### src/rtc_rf_pkg.sv
// Shared types, register addresses and lookup functions of the CMOS RTC register file.
// No dependencies.
package rtc_rf_pkg;

    localparam logic [6:0] A_SEC      = 7'h00;
    localparam logic [6:0] A_ALM_SEC  = 7'h01;
    localparam logic [6:0] A_MIN      = 7'h02;
    localparam logic [6:0] A_ALM_MIN  = 7'h03;
    localparam logic [6:0] A_HOUR     = 7'h04;
    localparam logic [6:0] A_ALM_HOUR = 7'h05;
    localparam logic [6:0] A_WDAY     = 7'h06;
    localparam logic [6:0] A_DAY      = 7'h07;
    localparam logic [6:0] A_MON      = 7'h08;
    localparam logic [6:0] A_YEAR     = 7'h09;
    localparam logic [6:0] A_STAT_A   = 7'h0A;
    localparam logic [6:0] A_STAT_B   = 7'h0B;
    localparam logic [6:0] A_STAT_C   = 7'h0C;
    localparam logic [6:0] A_STAT_D   = 7'h0D;
    localparam logic [6:0] A_CK_FIRST = 7'h10;
    localparam logic [6:0] A_CK_HI    = 7'h2E;
    localparam logic [6:0] A_CK_LO    = 7'h2F;
    localparam logic [6:0] A_CENTURY  = 7'h32;

    localparam int CK_COUNT   = 30;
    localparam int DIV_STEPS  = 32;
    localparam int LOAD_STEPS = 8;

    localparam logic [7:0] FLAG_PERIODIC = 8'hC0;
    localparam logic [7:0] FLAG_ALARM    = 8'hA0;
    localparam logic [7:0] INDEX_READ    = 8'hFF;

    typedef enum logic [1:0] {
        FN_WRITE = 2'd0,
        FN_READ  = 2'd1,
        FN_TICK  = 2'd2,
        FN_ACK   = 2'd3
    } t_func;

    typedef enum logic [3:0] {
        OP_NONE,
        OP_CAPTURE,
        OP_WRITE,
        OP_ACK,
        OP_ACC,
        OP_DIV_INIT,
        OP_DIV_STEP,
        OP_DIV_END,
        OP_LOAD,
        OP_ALARM,
        OP_RD_ISSUE,
        OP_RD_CAP,
        OP_CK_STEP,
        OP_CK_HI,
        OP_CK_LO
    } t_dp_op;

    typedef struct packed {
        t_dp_op     op;
        logic [5:0] cnt;
    } t_cmd;

    typedef struct packed {
        t_func func;
        logic  port_sel;
        logic  idx_time;
        logic  need_ck;
        logic  elapsed_zero;
        logic  per_en;
        logic  alarm_en;
    } t_status;

    function automatic logic [7:0] bcd8(input logic [7:0] v);
        logic [15:0] p;
        logic [4:0]  t;
        logic [7:0]  u;
        p = {8'b0, v} * 16'd205;
        t = p[15:11];
        u = v - ({3'b0, t} * 8'd10);
        return {t[3:0], u[3:0]};
    endfunction

    function automatic logic [5:0] bcd_val(input logic [5:0] b);
        return ({4'b0, b[5:4]} * 6'd10) + {2'b0, b[3:0]};
    endfunction

    function automatic logic field_match(input logic [7:0] alarm, input logic [7:0] cur);
        return (alarm[7:6] != 2'b00) || (bcd_val(alarm[5:0]) == bcd_val(cur[5:0]));
    endfunction

    function automatic logic [18:0] period_interval(input logic [3:0] rate);
        logic [18:0] v;
        unique case (rate)
            4'd1, 4'd8:  v = 19'd3906;
            4'd2, 4'd9:  v = 19'd7812;
            4'd3:        v = 19'd122;
            4'd4:        v = 19'd244;
            4'd5:        v = 19'd488;
            4'd6:        v = 19'd976;
            4'd7:        v = 19'd1953;
            4'd10:       v = 19'd15625;
            4'd11:       v = 19'd31250;
            4'd12:       v = 19'd62500;
            4'd13:       v = 19'd125000;
            4'd14:       v = 19'd250000;
            4'd15:       v = 19'd500000;
            default:     v = 19'd0;
        endcase
        return v;
    endfunction

    function automatic logic [7:0] cmos_default(input logic [6:0] a);
        logic [7:0] v;
        unique case (a)
            7'h06:   v = 8'h01;
            7'h0A:   v = 8'h26;
            7'h0B:   v = 8'h02;
            7'h0D:   v = 8'h80;
            7'h10:   v = 8'h44;
            7'h12:   v = 8'h0F;
            7'h14:   v = 8'h4D;
            7'h15:   v = 8'h80;
            7'h16:   v = 8'h02;
            7'h2E:   v = 8'h01;
            7'h2F:   v = 8'h22;
            7'h33:   v = 8'h80;
            default: v = 8'h00;
        endcase
        return v;
    endfunction

endpackage

### src/rtc_rf_if.sv
// Valid/ready channel interfaces for the CMOS RTC register file.
// No dependencies.
interface rtc_rf_in_if;
    logic        valid;
    logic        ready;
    logic [1:0]  func;
    logic        port_sel;
    logic [7:0]  write_data;
    logic [23:0] elapsed_us;
    logic [5:0]  cur_second;
    logic [5:0]  cur_minute;
    logic [4:0]  cur_hour;
    logic [2:0]  cur_weekday;
    logic [4:0]  cur_day;
    logic [3:0]  cur_month;
    logic [13:0] cur_year;

    modport source (output valid, func, port_sel, write_data, elapsed_us, cur_second,
                    cur_minute, cur_hour, cur_weekday, cur_day, cur_month, cur_year,
                    input ready);
    modport sink (input valid, func, port_sel, write_data, elapsed_us, cur_second,
                  cur_minute, cur_hour, cur_weekday, cur_day, cur_month, cur_year,
                  output ready);
endinterface

interface rtc_rf_out_if;
    logic       valid;
    logic       ready;
    logic [7:0] read_data;
    logic       irq_taken;
    logic       nmi_enabled;

    modport source (output valid, read_data, irq_taken, nmi_enabled, input ready);
    modport sink (input valid, read_data, irq_taken, nmi_enabled, output ready);
endinterface

### src/rtc_rf_ctrl.sv
// Sequencing state machine of the CMOS RTC register file.
// Depends on rtc_rf_pkg.
module rtc_rf_ctrl (
    input  logic                i_clk,
    input  logic                i_rst_n,
    input  logic                i_in_valid,
    input  logic                i_out_free,
    input  rtc_rf_pkg::t_status i_status,
    output logic                o_in_ready,
    output logic                o_push,
    output rtc_rf_pkg::t_cmd    o_cmd
);

    typedef enum logic [12:0] {
        S_IDLE     = 13'b0000000000001,
        S_DISP     = 13'b0000000000010,
        S_ACC      = 13'b0000000000100,
        S_DIV      = 13'b0000000001000,
        S_DIV_END  = 13'b0000000010000,
        S_LOAD     = 13'b0000000100000,
        S_ALARM    = 13'b0000001000000,
        S_RD_ISSUE = 13'b0000010000000,
        S_RD_CAP   = 13'b0000100000000,
        S_CK       = 13'b0001000000000,
        S_CK_HI    = 13'b0010000000000,
        S_CK_LO    = 13'b0100000000000,
        S_RESP     = 13'b1000000000000
    } t_state;

    t_state     r_state, n_state;
    logic [5:0] r_cnt, n_cnt;

    always_ff @(posedge i_clk) begin
        if (!i_rst_n) begin
            r_state <= S_IDLE;
            r_cnt   <= '0;
        end else begin
            r_state <= n_state;
            r_cnt   <= n_cnt;
        end
    end

    always_comb begin
        n_state    = r_state;
        n_cnt      = '0;
        o_cmd.op   = rtc_rf_pkg::OP_NONE;
        o_cmd.cnt  = r_cnt;
        o_push     = 1'b0;
        o_in_ready = 1'b0;
        unique case (r_state)
            S_IDLE: begin
                o_in_ready = 1'b1;
                if (i_in_valid) begin
                    o_cmd.op = rtc_rf_pkg::OP_CAPTURE;
                    n_state  = S_DISP;
                end
            end
            S_DISP: begin
                case (i_status.func)
                    rtc_rf_pkg::FN_WRITE: begin
                        o_cmd.op = rtc_rf_pkg::OP_WRITE;
                        n_state  = (i_status.port_sel && i_status.need_ck) ? S_CK : S_RESP;
                    end
                    rtc_rf_pkg::FN_READ: begin
                        n_state = (i_status.port_sel && i_status.idx_time) ? S_LOAD
                                                                          : S_RD_ISSUE;
                    end
                    rtc_rf_pkg::FN_TICK: begin
                        n_state = i_status.elapsed_zero ? S_RESP : S_ACC;
                    end
                    default: begin
                        o_cmd.op = rtc_rf_pkg::OP_ACK;
                        n_state  = S_RESP;
                    end
                endcase
            end
            S_ACC: begin
                o_cmd.op = rtc_rf_pkg::OP_ACC;
                if (i_status.per_en) begin
                    n_state = S_DIV;
                end else begin
                    n_state = i_status.alarm_en ? S_LOAD : S_RESP;
                end
            end
            S_DIV: begin
                o_cmd.op = (r_cnt == '0) ? rtc_rf_pkg::OP_DIV_INIT : rtc_rf_pkg::OP_DIV_STEP;
                if (r_cnt == 6'(rtc_rf_pkg::DIV_STEPS)) begin
                    n_state = S_DIV_END;
                end else begin
                    n_cnt = r_cnt + 6'd1;
                end
            end
            S_DIV_END: begin
                o_cmd.op = rtc_rf_pkg::OP_DIV_END;
                n_state  = i_status.alarm_en ? S_LOAD : S_RESP;
            end
            S_LOAD: begin
                o_cmd.op = rtc_rf_pkg::OP_LOAD;
                if (r_cnt == 6'(rtc_rf_pkg::LOAD_STEPS - 1)) begin
                    n_state = (i_status.func == rtc_rf_pkg::FN_READ) ? S_RD_ISSUE : S_ALARM;
                end else begin
                    n_cnt = r_cnt + 6'd1;
                end
            end
            S_ALARM: begin
                o_cmd.op = rtc_rf_pkg::OP_ALARM;
                n_state  = S_RESP;
            end
            S_RD_ISSUE: begin
                o_cmd.op = rtc_rf_pkg::OP_RD_ISSUE;
                n_state  = S_RD_CAP;
            end
            S_RD_CAP: begin
                o_cmd.op = rtc_rf_pkg::OP_RD_CAP;
                n_state  = S_RESP;
            end
            S_CK: begin
                o_cmd.op = rtc_rf_pkg::OP_CK_STEP;
                if (r_cnt == 6'(rtc_rf_pkg::CK_COUNT)) begin
                    n_state = S_CK_HI;
                end else begin
                    n_cnt = r_cnt + 6'd1;
                end
            end
            S_CK_HI: begin
                o_cmd.op = rtc_rf_pkg::OP_CK_HI;
                n_state  = S_CK_LO;
            end
            S_CK_LO: begin
                o_cmd.op = rtc_rf_pkg::OP_CK_LO;
                n_state  = S_RESP;
            end
            S_RESP: begin
                if (i_out_free) begin
                    o_push  = 1'b1;
                    n_state = S_IDLE;
                end
            end
            default: begin
                n_state = S_IDLE;
            end
        endcase
    end

endmodule

### src/rtc_rf_dp.sv
// Datapath of the CMOS RTC register file: CMOS RAM, status shadows, divider, checksum.
// Depends on rtc_rf_pkg.
module rtc_rf_dp #(
    parameter int RAM_DEPTH = 128
) (
    input  logic                i_clk,
    input  logic                i_rst_n,
    input  rtc_rf_pkg::t_cmd    i_cmd,
    input  logic [1:0]          i_func,
    input  logic                i_port_sel,
    input  logic [7:0]          i_write_data,
    input  logic [23:0]         i_elapsed_us,
    input  logic [5:0]          i_cur_second,
    input  logic [5:0]          i_cur_minute,
    input  logic [4:0]          i_cur_hour,
    input  logic [2:0]          i_cur_weekday,
    input  logic [4:0]          i_cur_day,
    input  logic [3:0]          i_cur_month,
    input  logic [13:0]         i_cur_year,
    output rtc_rf_pkg::t_status o_status,
    output logic [7:0]          o_read_data,
    output logic                o_irq_taken,
    output logic                o_nmi_enabled
);

    localparam int AW = $clog2(RAM_DEPTH);

    logic [7:0]  r_mem [RAM_DEPTH];
    logic [RAM_DEPTH-1:0] r_valid;
    logic [7:0]  r_q;

    rtc_rf_pkg::t_func r_func;
    logic        r_port;
    logic [7:0]  r_wd;
    logic [23:0] r_elapsed;

    logic [5:0]  r_snap_sec, r_snap_min;
    logic [4:0]  r_snap_hour, r_snap_day;
    logic [2:0]  r_snap_wday;
    logic [3:0]  r_snap_mon;
    logic [13:0] r_snap_year;
    logic [7:0]  r_year_q;
    logic [6:0]  r_year_r;

    logic [6:0]  r_index;
    logic        r_nmi;
    logic [31:0] r_acc;
    logic [15:0] r_pend;
    logic [7:0]  r_reg_a, r_reg_b, r_reg_c;
    logic [7:0]  r_alm_sec, r_alm_min, r_alm_hour;
    logic [7:0]  r_res_rd;
    logic        r_res_taken;

    logic [31:0] r_dividend, r_quo;
    logic [19:0] r_rem;
    logic [12:0] r_sum;

    logic        in_range;
    logic        idx_mem_wr;
    logic [18:0] interval;
    logic [4:0]  h12;
    logic [7:0]  sec_b, min_b, hour_b, load_b;
    logic [6:0]  load_addr;
    logic        we;
    logic [6:0]  waddr, raddr;
    logic [7:0]  wdata;
    logic [19:0] trial;
    logic        ge;
    logic [32:0] acc_sum;
    logic [16:0] pend_sum;
    logic        alarm_hit;
    logic [7:0]  rd_value;

    assign in_range   = 32'(r_index) < RAM_DEPTH;
    assign idx_mem_wr = in_range && (r_index != rtc_rf_pkg::A_STAT_A)
                        && (r_index != rtc_rf_pkg::A_STAT_B)
                        && (r_index != rtc_rf_pkg::A_STAT_C)
                        && (r_index != rtc_rf_pkg::A_STAT_D);
    assign interval   = rtc_rf_pkg::period_interval(r_reg_a[3:0]);

    assign o_status.func         = r_func;
    assign o_status.port_sel     = r_port;
    assign o_status.idx_time     = in_range && (r_index <= rtc_rf_pkg::A_YEAR);
    assign o_status.need_ck      = idx_mem_wr && (r_index < rtc_rf_pkg::A_CK_HI);
    assign o_status.elapsed_zero = (r_elapsed == '0);
    assign o_status.per_en       = r_reg_b[6] && (interval != '0);
    assign o_status.alarm_en     = r_reg_b[5];

    assign o_read_data   = r_res_rd;
    assign o_irq_taken   = r_res_taken;
    assign o_nmi_enabled = r_nmi;

    always_comb begin
        if (r_snap_hour >= 5'd24) begin
            h12 = r_snap_hour - 5'd24;
        end else if (r_snap_hour >= 5'd12) begin
            h12 = r_snap_hour - 5'd12;
        end else begin
            h12 = r_snap_hour;
        end
        if (h12 == '0) begin
            h12 = 5'd12;
        end
        sec_b = rtc_rf_pkg::bcd8({2'b0, r_snap_sec});
        min_b = rtc_rf_pkg::bcd8({2'b0, r_snap_min});
        if (r_reg_b[1]) begin
            hour_b = rtc_rf_pkg::bcd8({3'b0, r_snap_hour});
        end else begin
            hour_b = rtc_rf_pkg::bcd8({3'b0, h12})
                     | ((r_snap_hour >= 5'd12) ? 8'h80 : 8'h00);
        end
    end

    always_comb begin
        case (i_cmd.cnt[2:0])
            3'd0: begin
                load_addr = rtc_rf_pkg::A_SEC;
                load_b    = sec_b;
            end
            3'd1: begin
                load_addr = rtc_rf_pkg::A_MIN;
                load_b    = min_b;
            end
            3'd2: begin
                load_addr = rtc_rf_pkg::A_HOUR;
                load_b    = hour_b;
            end
            3'd3: begin
                load_addr = rtc_rf_pkg::A_WDAY;
                load_b    = rtc_rf_pkg::bcd8({5'b0, r_snap_wday} + 8'd1);
            end
            3'd4: begin
                load_addr = rtc_rf_pkg::A_DAY;
                load_b    = rtc_rf_pkg::bcd8({3'b0, r_snap_day});
            end
            3'd5: begin
                load_addr = rtc_rf_pkg::A_MON;
                load_b    = rtc_rf_pkg::bcd8({4'b0, r_snap_mon});
            end
            3'd6: begin
                load_addr = rtc_rf_pkg::A_YEAR;
                load_b    = rtc_rf_pkg::bcd8({1'b0, r_year_r});
            end
            default: begin
                load_addr = rtc_rf_pkg::A_CENTURY;
                load_b    = rtc_rf_pkg::bcd8(r_year_q);
            end
        endcase
    end

    always_comb begin
        we    = 1'b0;
        waddr = r_index;
        wdata = r_wd;
        raddr = r_index;
        case (i_cmd.op)
            rtc_rf_pkg::OP_LOAD: begin
                we    = 1'b1;
                waddr = load_addr;
                wdata = load_b;
            end
            rtc_rf_pkg::OP_WRITE: begin
                we = r_port && idx_mem_wr;
            end
            rtc_rf_pkg::OP_CK_HI: begin
                we    = 1'b1;
                waddr = rtc_rf_pkg::A_CK_HI;
                wdata = {3'b0, r_sum[12:8]};
            end
            rtc_rf_pkg::OP_CK_LO: begin
                we    = 1'b1;
                waddr = rtc_rf_pkg::A_CK_LO;
                wdata = r_sum[7:0];
            end
            rtc_rf_pkg::OP_CK_STEP: begin
                raddr = rtc_rf_pkg::A_CK_FIRST + {1'b0, i_cmd.cnt};
            end
            default: begin
                we = 1'b0;
            end
        endcase
    end

    assign trial     = {r_rem[18:0], r_dividend[31]};
    assign ge        = trial >= {1'b0, interval};
    assign acc_sum   = {1'b0, r_acc} + {9'b0, r_elapsed};
    assign pend_sum  = {1'b0, r_pend} + {1'b0, r_quo[15:0]};
    assign alarm_hit = rtc_rf_pkg::field_match(r_alm_sec, sec_b)
                       && rtc_rf_pkg::field_match(r_alm_min, min_b)
                       && rtc_rf_pkg::field_match(r_alm_hour, hour_b);

    always_comb begin
        if (!r_port) begin
            rd_value = rtc_rf_pkg::INDEX_READ;
        end else if (!in_range) begin
            rd_value = 8'h00;
        end else if (r_index == rtc_rf_pkg::A_STAT_A) begin
            rd_value = r_reg_a;
        end else if (r_index == rtc_rf_pkg::A_STAT_B) begin
            rd_value = r_reg_b;
        end else if (r_index == rtc_rf_pkg::A_STAT_C) begin
            rd_value = r_reg_c;
        end else begin
            rd_value = r_q;
        end
    end

    always_ff @(posedge i_clk) begin
        if (we) begin
            r_mem[waddr[AW-1:0]] <= wdata;
        end
        r_q <= r_valid[raddr[AW-1:0]] ? r_mem[raddr[AW-1:0]] : rtc_rf_pkg::cmos_default(raddr);
    end

    always_ff @(posedge i_clk) begin
        r_year_q <= 8'(({18'b0, r_snap_year} * 32'd5243) >> 19);
        r_year_r <= 7'(r_snap_year - ({6'b0, r_year_q} * 14'd100));
        case (i_cmd.op)
            rtc_rf_pkg::OP_CAPTURE: begin
                r_func    <= rtc_rf_pkg::t_func'(i_func);
                r_port    <= i_port_sel;
                r_wd      <= i_write_data;
                r_elapsed <= i_elapsed_us;
            end
            rtc_rf_pkg::OP_DIV_INIT: begin
                r_dividend <= r_acc;
                r_rem      <= '0;
                r_quo      <= '0;
            end
            rtc_rf_pkg::OP_DIV_STEP: begin
                r_dividend <= {r_dividend[30:0], 1'b0};
                r_rem      <= ge ? (trial - {1'b0, interval}) : trial;
                r_quo      <= {r_quo[30:0], ge};
            end
            rtc_rf_pkg::OP_CK_STEP: begin
                if (i_cmd.cnt == '0) begin
                    r_sum <= '0;
                end else begin
                    r_sum <= r_sum + {5'b0, r_q};
                end
            end
            default: begin
                r_sum <= r_sum;
            end
        endcase
    end

    always_ff @(posedge i_clk) begin
        if (!i_rst_n) begin
            r_valid     <= '0;
            r_snap_sec  <= '0;
            r_snap_min  <= '0;
            r_snap_hour <= '0;
            r_snap_wday <= '0;
            r_snap_day  <= '0;
            r_snap_mon  <= '0;
            r_snap_year <= '0;
            r_index     <= '0;
            r_nmi       <= 1'b1;
            r_acc       <= '0;
            r_pend      <= '0;
            r_reg_a     <= 8'h26;
            r_reg_b     <= 8'h02;
            r_reg_c     <= 8'h00;
            r_alm_sec   <= 8'h00;
            r_alm_min   <= 8'h00;
            r_alm_hour  <= 8'h00;
            r_res_rd    <= '0;
            r_res_taken <= 1'b0;
        end else begin
            if (we) begin
                r_valid[waddr[AW-1:0]] <= 1'b1;
            end
            case (i_cmd.op)
                rtc_rf_pkg::OP_CAPTURE: begin
                    r_res_rd    <= '0;
                    r_res_taken <= 1'b0;
                    if (rtc_rf_pkg::t_func'(i_func) == rtc_rf_pkg::FN_TICK) begin
                        r_snap_sec  <= i_cur_second;
                        r_snap_min  <= i_cur_minute;
                        r_snap_hour <= i_cur_hour;
                        r_snap_wday <= i_cur_weekday;
                        r_snap_day  <= i_cur_day;
                        r_snap_mon  <= i_cur_month;
                        r_snap_year <= i_cur_year;
                    end
                end
                rtc_rf_pkg::OP_WRITE: begin
                    if (!r_port) begin
                        r_nmi   <= ~r_wd[7];
                        r_index <= r_wd[6:0];
                    end else if (r_index == rtc_rf_pkg::A_STAT_A) begin
                        r_reg_a <= {r_reg_a[7], r_wd[6:0]};
                    end else if (r_index == rtc_rf_pkg::A_STAT_B) begin
                        r_reg_b <= {1'b0, r_wd[6:0]};
                    end else if (r_index == rtc_rf_pkg::A_ALM_SEC) begin
                        r_alm_sec <= r_wd;
                    end else if (r_index == rtc_rf_pkg::A_ALM_MIN) begin
                        r_alm_min <= r_wd;
                    end else if (r_index == rtc_rf_pkg::A_ALM_HOUR) begin
                        r_alm_hour <= r_wd;
                    end
                end
                rtc_rf_pkg::OP_ACK: begin
                    if (r_pend != '0) begin
                        r_pend      <= r_pend - 16'd1;
                        r_res_taken <= 1'b1;
                    end
                end
                rtc_rf_pkg::OP_ACC: begin
                    r_acc <= acc_sum[32] ? 32'hFFFF_FFFF : acc_sum[31:0];
                end
                rtc_rf_pkg::OP_DIV_END: begin
                    r_acc <= {12'b0, r_rem};
                    if (r_quo != '0) begin
                        r_reg_c <= r_reg_c | rtc_rf_pkg::FLAG_PERIODIC;
                        if ((r_quo[31:16] != '0) || pend_sum[16]) begin
                            r_pend <= 16'hFFFF;
                        end else begin
                            r_pend <= pend_sum[15:0];
                        end
                    end
                end
                rtc_rf_pkg::OP_ALARM: begin
                    if (alarm_hit) begin
                        r_reg_c <= r_reg_c | rtc_rf_pkg::FLAG_ALARM;
                        if (r_pend != 16'hFFFF) begin
                            r_pend <= r_pend + 16'd1;
                        end
                    end
                end
                rtc_rf_pkg::OP_RD_CAP: begin
                    r_res_rd <= rd_value;
                    if (r_port && in_range && (r_index == rtc_rf_pkg::A_STAT_C)) begin
                        r_reg_c <= 8'h00;
                    end
                end
                default: begin
                    r_acc <= r_acc;
                end
            endcase
        end
    end

endmodule

### src/cmos_rtc_register_file.sv
// Top level of the CMOS RTC register file: controller, datapath and output register.
// Depends on rtc_rf_pkg, rtc_rf_if, rtc_rf_ctrl and rtc_rf_dp.
//
//  channel  | dir | handshake    | payload
//  i_in     | in  | valid/ready  | func, port_sel, write_data, elapsed_us, cur_* time
//  o_out    | out | valid/ready  | read_data, irq_taken, nmi_enabled
//
// One transaction at a time. Reads of the time area first run the 8 steps of
// time load; data writes below the checksum bytes run a 30-byte checksum sweep
// through the single RAM read port; ticks may run a 32-step restoring divider
// for the periodic interrupt, then time load and alarm.
// Reset is synchronous; RAM defaults come from per-byte valid bits, no clearing pass.
// A waiting result sits in the output register while the next transaction is taken.
module cmos_rtc_register_file #(
    parameter int RAM_DEPTH = 128
) (
    input  logic           i_clk,
    input  logic           i_rst_n,
    rtc_rf_in_if.sink      i_in,
    rtc_rf_out_if.source   o_out
);

    rtc_rf_pkg::t_cmd    cmd;
    rtc_rf_pkg::t_status status;
    logic                push;
    logic                out_free;
    logic [7:0]          dp_rd;
    logic                dp_taken;
    logic                dp_nmi;

    logic                r_out_valid;
    logic [7:0]          r_out_rd;
    logic                r_out_taken;
    logic                r_out_nmi;

    assign out_free = !r_out_valid || o_out.ready;

    rtc_rf_ctrl u_ctrl (
        .i_clk      (i_clk),
        .i_rst_n    (i_rst_n),
        .i_in_valid (i_in.valid),
        .i_out_free (out_free),
        .i_status   (status),
        .o_in_ready (i_in.ready),
        .o_push     (push),
        .o_cmd      (cmd)
    );

    rtc_rf_dp #(
        .RAM_DEPTH (RAM_DEPTH)
    ) u_dp (
        .i_clk         (i_clk),
        .i_rst_n       (i_rst_n),
        .i_cmd         (cmd),
        .i_func        (i_in.func),
        .i_port_sel    (i_in.port_sel),
        .i_write_data  (i_in.write_data),
        .i_elapsed_us  (i_in.elapsed_us),
        .i_cur_second  (i_in.cur_second),
        .i_cur_minute  (i_in.cur_minute),
        .i_cur_hour    (i_in.cur_hour),
        .i_cur_weekday (i_in.cur_weekday),
        .i_cur_day     (i_in.cur_day),
        .i_cur_month   (i_in.cur_month),
        .i_cur_year    (i_in.cur_year),
        .o_status      (status),
        .o_read_data   (dp_rd),
        .o_irq_taken   (dp_taken),
        .o_nmi_enabled (dp_nmi)
    );

    always_ff @(posedge i_clk) begin
        if (!i_rst_n) begin
            r_out_valid <= 1'b0;
        end else if (push) begin
            r_out_valid <= 1'b1;
        end else if (o_out.ready) begin
            r_out_valid <= 1'b0;
        end
    end

    always_ff @(posedge i_clk) begin
        if (push) begin
            r_out_rd    <= dp_rd;
            r_out_taken <= dp_taken;
            r_out_nmi   <= dp_nmi;
        end
    end

    assign o_out.valid       = r_out_valid;
    assign o_out.read_data   = r_out_rd;
    assign o_out.irq_taken   = r_out_taken;
    assign o_out.nmi_enabled = r_out_nmi;

endmodule

### src/flat_wrapper.sv
// flat-port wrapper written by rule: the top's interface ports become plain ports
module cmos_rtc_register_file_flat 
#(
    parameter int RAM_DEPTH = 128
)
  (i_clk, i_rst_n, i_in_valid, i_in_func, i_in_port_sel, i_in_write_data, i_in_elapsed_us, i_in_cur_second, i_in_cur_minute, i_in_cur_hour, i_in_cur_weekday, i_in_cur_day, i_in_cur_month, i_in_cur_year, i_in_ready, o_out_valid, o_out_read_data, o_out_irq_taken, o_out_nmi_enabled, o_out_ready);
  rtc_rf_in_if i_in_i ();
  rtc_rf_out_if o_out_i ();
  input  logic i_clk;
  input  logic i_rst_n;
  input wire logic [$bits(i_in_i.valid)-1:0] i_in_valid;
  input wire logic [$bits(i_in_i.func)-1:0] i_in_func;
  input wire logic [$bits(i_in_i.port_sel)-1:0] i_in_port_sel;
  input wire logic [$bits(i_in_i.write_data)-1:0] i_in_write_data;
  input wire logic [$bits(i_in_i.elapsed_us)-1:0] i_in_elapsed_us;
  input wire logic [$bits(i_in_i.cur_second)-1:0] i_in_cur_second;
  input wire logic [$bits(i_in_i.cur_minute)-1:0] i_in_cur_minute;
  input wire logic [$bits(i_in_i.cur_hour)-1:0] i_in_cur_hour;
  input wire logic [$bits(i_in_i.cur_weekday)-1:0] i_in_cur_weekday;
  input wire logic [$bits(i_in_i.cur_day)-1:0] i_in_cur_day;
  input wire logic [$bits(i_in_i.cur_month)-1:0] i_in_cur_month;
  input wire logic [$bits(i_in_i.cur_year)-1:0] i_in_cur_year;
  output wire logic [$bits(i_in_i.ready)-1:0] i_in_ready;
  output wire logic [$bits(o_out_i.valid)-1:0] o_out_valid;
  output wire logic [$bits(o_out_i.read_data)-1:0] o_out_read_data;
  output wire logic [$bits(o_out_i.irq_taken)-1:0] o_out_irq_taken;
  output wire logic [$bits(o_out_i.nmi_enabled)-1:0] o_out_nmi_enabled;
  input wire logic [$bits(o_out_i.ready)-1:0] o_out_ready;
  assign i_in_i.valid = i_in_valid;
  assign i_in_i.func = i_in_func;
  assign i_in_i.port_sel = i_in_port_sel;
  assign i_in_i.write_data = i_in_write_data;
  assign i_in_i.elapsed_us = i_in_elapsed_us;
  assign i_in_i.cur_second = i_in_cur_second;
  assign i_in_i.cur_minute = i_in_cur_minute;
  assign i_in_i.cur_hour = i_in_cur_hour;
  assign i_in_i.cur_weekday = i_in_cur_weekday;
  assign i_in_i.cur_day = i_in_cur_day;
  assign i_in_i.cur_month = i_in_cur_month;
  assign i_in_i.cur_year = i_in_cur_year;
  assign i_in_ready = i_in_i.ready;
  assign o_out_valid = o_out_i.valid;
  assign o_out_read_data = o_out_i.read_data;
  assign o_out_irq_taken = o_out_i.irq_taken;
  assign o_out_nmi_enabled = o_out_i.nmi_enabled;
  assign o_out_i.ready = o_out_ready;
  cmos_rtc_register_file #(.RAM_DEPTH(RAM_DEPTH)) u_core (.i_clk(i_clk), .i_rst_n(i_rst_n), .i_in(i_in_i), .o_out(o_out_i));
endmodule
### config.mk
export PLATFORM = sky130hd
export DESIGN_NAME = cmos_rtc_register_file_flat
export DESIGN_NICKNAME = d
export VERILOG_FILES = /design/src/rtc_rf_pkg.sv /design/src/rtc_rf_if.sv /design/src/rtc_rf_ctrl.sv /design/src/rtc_rf_dp.sv /design/src/cmos_rtc_register_file.sv /design/src/flat_wrapper.sv
export SDC_FILE = /design/constraint.sdc
export NUM_CORES = 2
export LEC_CHECK = 0
export BUFFER_PORTS_ARGS = -buffer_cell sky130_fd_sc_hd__buf_2
export CORE_ASPECT_RATIO = 1.75
export CORE_UTILIZATION = 35
export CTS_BUF_LIST = sky130_fd_sc_hd__clkbuf_8
export CTS_CLUSTER_SIZE = 8
export DETAILED_ROUTE_END_ITERATION = 10
export PLACE_DENSITY = 0.51
export SYNTH_ARGS = -nofsm -noshare
export SYNTH_HDL_FRONTEND = slang
export SYNTH_SLANG_ARGS = --single-unit
### constraint.sdc
create_clock -name i_clk -period 12.4 [get_ports i_clk]
set_clock_uncertainty 0.2 [all_clocks]
set_input_delay 3.72 -clock i_clk [delete_from_list [all_inputs] [get_ports i_clk]]
set_output_delay 3.72 -clock i_clk [all_outputs]
set_load 0.01 [all_outputs]
==> results.py <==
metrics = {
    "route": {
        "post_drt_wl_per_cell_um": 23.7,
        "drt_first_pass_iters": 6,
        "drc": 0,
        "totalWireLength_um": 233000,
        "viasPerCell": 5.32,
        "dr.first_iter.drc_count": 3508,
        "ant_nets": 0,
        "vias": 52300,
    },
    "worst_setup_path": {
        "crit_path_start": "u_core.u_dp.r_snap_hour[2]",
        "required_ns": 13.05,
        "r2r_cells": 36,
        "path_class": "reg -> reg",
        "cp-start-kind": "flop",
        "crit_top_cell": "ha_1",
        "crit_fanout": 16,
        "crit_slowest_cell": "o221a_1",
        "arrival_ns": 10.30,
        "cp-end-kind": "flop",
        "rr_startpoint": "u_core.u_dp.r_snap_hour[2]",
        "cp_slowest_stage_delay_ns": 0.91,
    },
    "pwr": {
        "total_power_uw": 10600,
        "p_per_area_nw_per_um2": 129,
        "p_leak_uw": 0.0321,
        "vdd_drop_max_uv": 78.5,
    },
    "synth": {
        "synth_compound_gate_area_share_pct": 9.76,
        "ys_types": 109,
        "synth.avg_cell_area_sq_um": 11.1,
        "yosys_warnings": 0,
        "synth_xor_area_share_pct": 2.01,
        "synth_fa_ha_area_share_pct": 10.6,
        "netlist_area_sq_um": 74500,
        "synthArstFlopShare_pct": 0,
        "synth-seq-cells": 1505,
        "synthMuxAreaShare_pct": 2.31,
        "synth-seq-area-share_pct": 56.1,
        "synthTopCellsByArea": "edfxtp_1 47%, dfxtp_1 9.1%, ha_1 7.5%",
        "synth-simple-area-share_pct": 15.4,
        "synth-main-ff-cell": "edfxtp_1",
        "synth_edf_count": 1166,
        "synthTopCellsByCount": "1,361 x nand2_1, 1,166 x edfxtp_1, 445 x ha_1",
        "synth_most_common_cell": "nand2_1",
        "postSynthCellCount": 6717,
        "yosysTopAreaCellShare_pct": 47.0,
        "synth_top_family_by_area": "simple AND/OR/NAND/NOR gates",
        "yosysTopAreaCell": "edfxtp_1",
    },
    "floorplanning": {
        "coreArea_sq_um": 211000,
        "die_area_sq_um": 215000,
        "die_h_um": 612,
        "start_util_pct": 35.3,
        "rows": 223,
        "die_x_um": 351,
        "io_pins": 94,
    },
    "sta": {
        "slew_violations": 0,
        "max_freq_mhz": 104,
        "slew_headroom_pct": 14.8,
        "worstMarginPinSlew_ns": 1.27,
        "finalCritPeriodShare_pct": 77.8,
        "tns_ns": 0,
        "setup_viol": 0,
        "whs_ns": 0.240,
        "hold_violations": 0,
        "fin_crit_ns": 9.65,
        "rsz0062_at_grt": "false",
    },
    "grt": {
        "antenna_found_initial": 5,
        "grt_pass1_vias": 52500,
        "grt-ovfl-total": 0,
        "grt_use_met3_pct": 2.41,
        "globalRouteMet1Util_pct": 23.2,
        "grt_use_met2_pct": 39.9,
        "grt-busiest-layer": "met2",
        "grt_usage_pct": 21.4,
        "grt_pass1_wl_um": 342000,
        "grt_max_degree": 132,
    },
    "finish": {
        "final_nets": 7480,
        "fill_cells": 20700,
        "regArea_sq_um": 41800,
        "drive_above_1_share_pct": 7.93,
        "multi_input_area_sq_um": 30200,
        "synthToLayoutAreaGrowth_pct": 10.2,
    },
    "clock_network": {
        "cts.path.max_buffers": 4,
        "cts_hold_buf": 0,
        "clk-insertion-delay-late_ns": 0.93,
        "root_buffer": "clkbuf_8",
        "cts_htree_levels": 4,
        "cts-resized-gates": 0,
        "tritoncts": "done",
        "path_clk_slew_ns": 0.07,
        "cts_buffers": 228,
        "cts_sinks": 1505,
        "post_cts_buffers": 0,
    },
    "placement": {
        "hpwl_um": 155000,
        "place.gp.congestion": 0.848,
        "portBuffers": 93,
    },
    "hold_path": {
        "hold_depth": 0,
        "hp-class": "reg -> reg",
        "hp-start": "u_core.u_dp.o_nmi_enabled",
    },
    "run": {
        "maxCapViolations": 0,
    },
    "status": {
        "status": "finished clean",
    },
}
[logic make-up (layout without fill, tap and decap cells)]
kind of cell	count (synthesis)	count (layout)
simple gates	2590	2590
mux	170	170
fa+ha+maj	562	562
flops	1505	1505
xor+xnor	170	170
compound gates	1046	1046
other cells	1	38
buf+inv	673	940
[critical path: cells and delay by family, from the launching register on]
family	cells	cell delay, ns
AO/OA/AOI/OAI	9	2.72
AND/OR/NAND/NOR	9	2.29
adder cells (fa/ha/maj)	7	1.69
XOR/XNOR	6	1.02
multiplexers	3	0.83
flip-flops	1	0.59
buffers and inverters	2	0.20
[sequential cells by signal (all words and copies together), names as in the netlist, 14 cells and up]
register / count
u_core.u_dp.r_acc: 32
u_core.u_dp.r_pend: 16
u_core.u_dp.interval: 19
u_core.u_dp.r_valid: 128
u_core.u_dp.r_elapsed: 24
u_core.u_dp.r_snap_year: 14
u_core.u_dp.r_rem: 20
u_core.u_dp.r_quo: 32
u_core.u_dp.r_dividend: 32
u_core.u_dp.r_mem: 1024
[per-layer routing]
| layer | wire length [um] | vias to the layer above |
|---|---|---|
| met2 | 123000 | 1376 |
| met3 | 9500 | 480 |
| met5 | 23 | - |
| met4 | 14400 | 4 |
| li1 | - | 24400 |
| met1 | 86000 | 26100 |
[area by class of cell]
cell class / instances / area share, %
diodes: 6 / 0.0183
clock buffers: 239 / 4.01
inverters: 341 / 1.56
multi-input cells: 4570 / 36.8
flip-flops and latches: 1505 / 50.9
well taps: 2812 / 4.29
clock inverters: 170 / 0.861
repair buffers: 190 / 1.54
[worst paths after layout]
path | slack [ns] | to
worst min-delay path | 0.24 | u_core.o_out.nmi_enabled
worst max-delay path | 2.75 | u_core.u_dp.r_pend[4]
worst min register to register | 0.24 | u_core.o_out.nmi_enabled
worst max register to register | 2.75 | u_core.u_dp.r_pend[4]
[metrics by stage]
stage / instance area [sq um] / worst slack (ns) / utilization, % / cells
3_5_place_dp: 78100 / 2.59 / 37.0 / 9418
6_report: 82100 / 2.75 / 38.9 / 9833
3_3_place_gp: 78100 / 2.48 / 37.0 / 9418
5_1_grt: 82100 / 1.97 / 38.9 / 9829
4_1_cts: 82100 / 2.59 / 38.9 / 9827
2_1_floorplan: 74600 / 0.138 / - / 6748
[layout by cell type, fill, tap and decap left out, types with 64 or more instances in the layout]
| cell | synthesis | layout |
|---|---|---|
| fa_1 | 117 | 117 |
| nand4_1 | 66 | 66 |
| clkbuf_8 | 0 | 239 |
| buf_2 | 144 | 92 |
| a311oi_1 | 71 | 71 |
| nor2_1 | 388 | 381 |
| o21ai_0 | 111 | 108 |
| a31oi_1 | 153 | 153 |
| inv_1 | 338 | 493 |
| a21o_1 | 65 | 64 |
| nand2_1 | 1361 | 1353 |
| mux2i_1 | 161 | 158 |
| and3_1 | 85 | 85 |
| nand3_1 | 377 | 377 |
| o21a_1 | 143 | 143 |
| edfxtp_1 | 1166 | 1166 |
| buf_4 | 17 | 92 |
| xnor2_1 | 117 | 117 |
| nor3_1 | 70 | 70 |
| dfxtp_1 | 339 | 339 |
| ha_1 | 445 | 445 |
| a21oi_1 | 200 | 199 |
[where the power goes]
part / internal [uW] / switching (uW)
sequential: 5580 / 70.4
clock: 1790 / 1970
combinational: 404 / 772
Power figures use the tool's default switching activity.
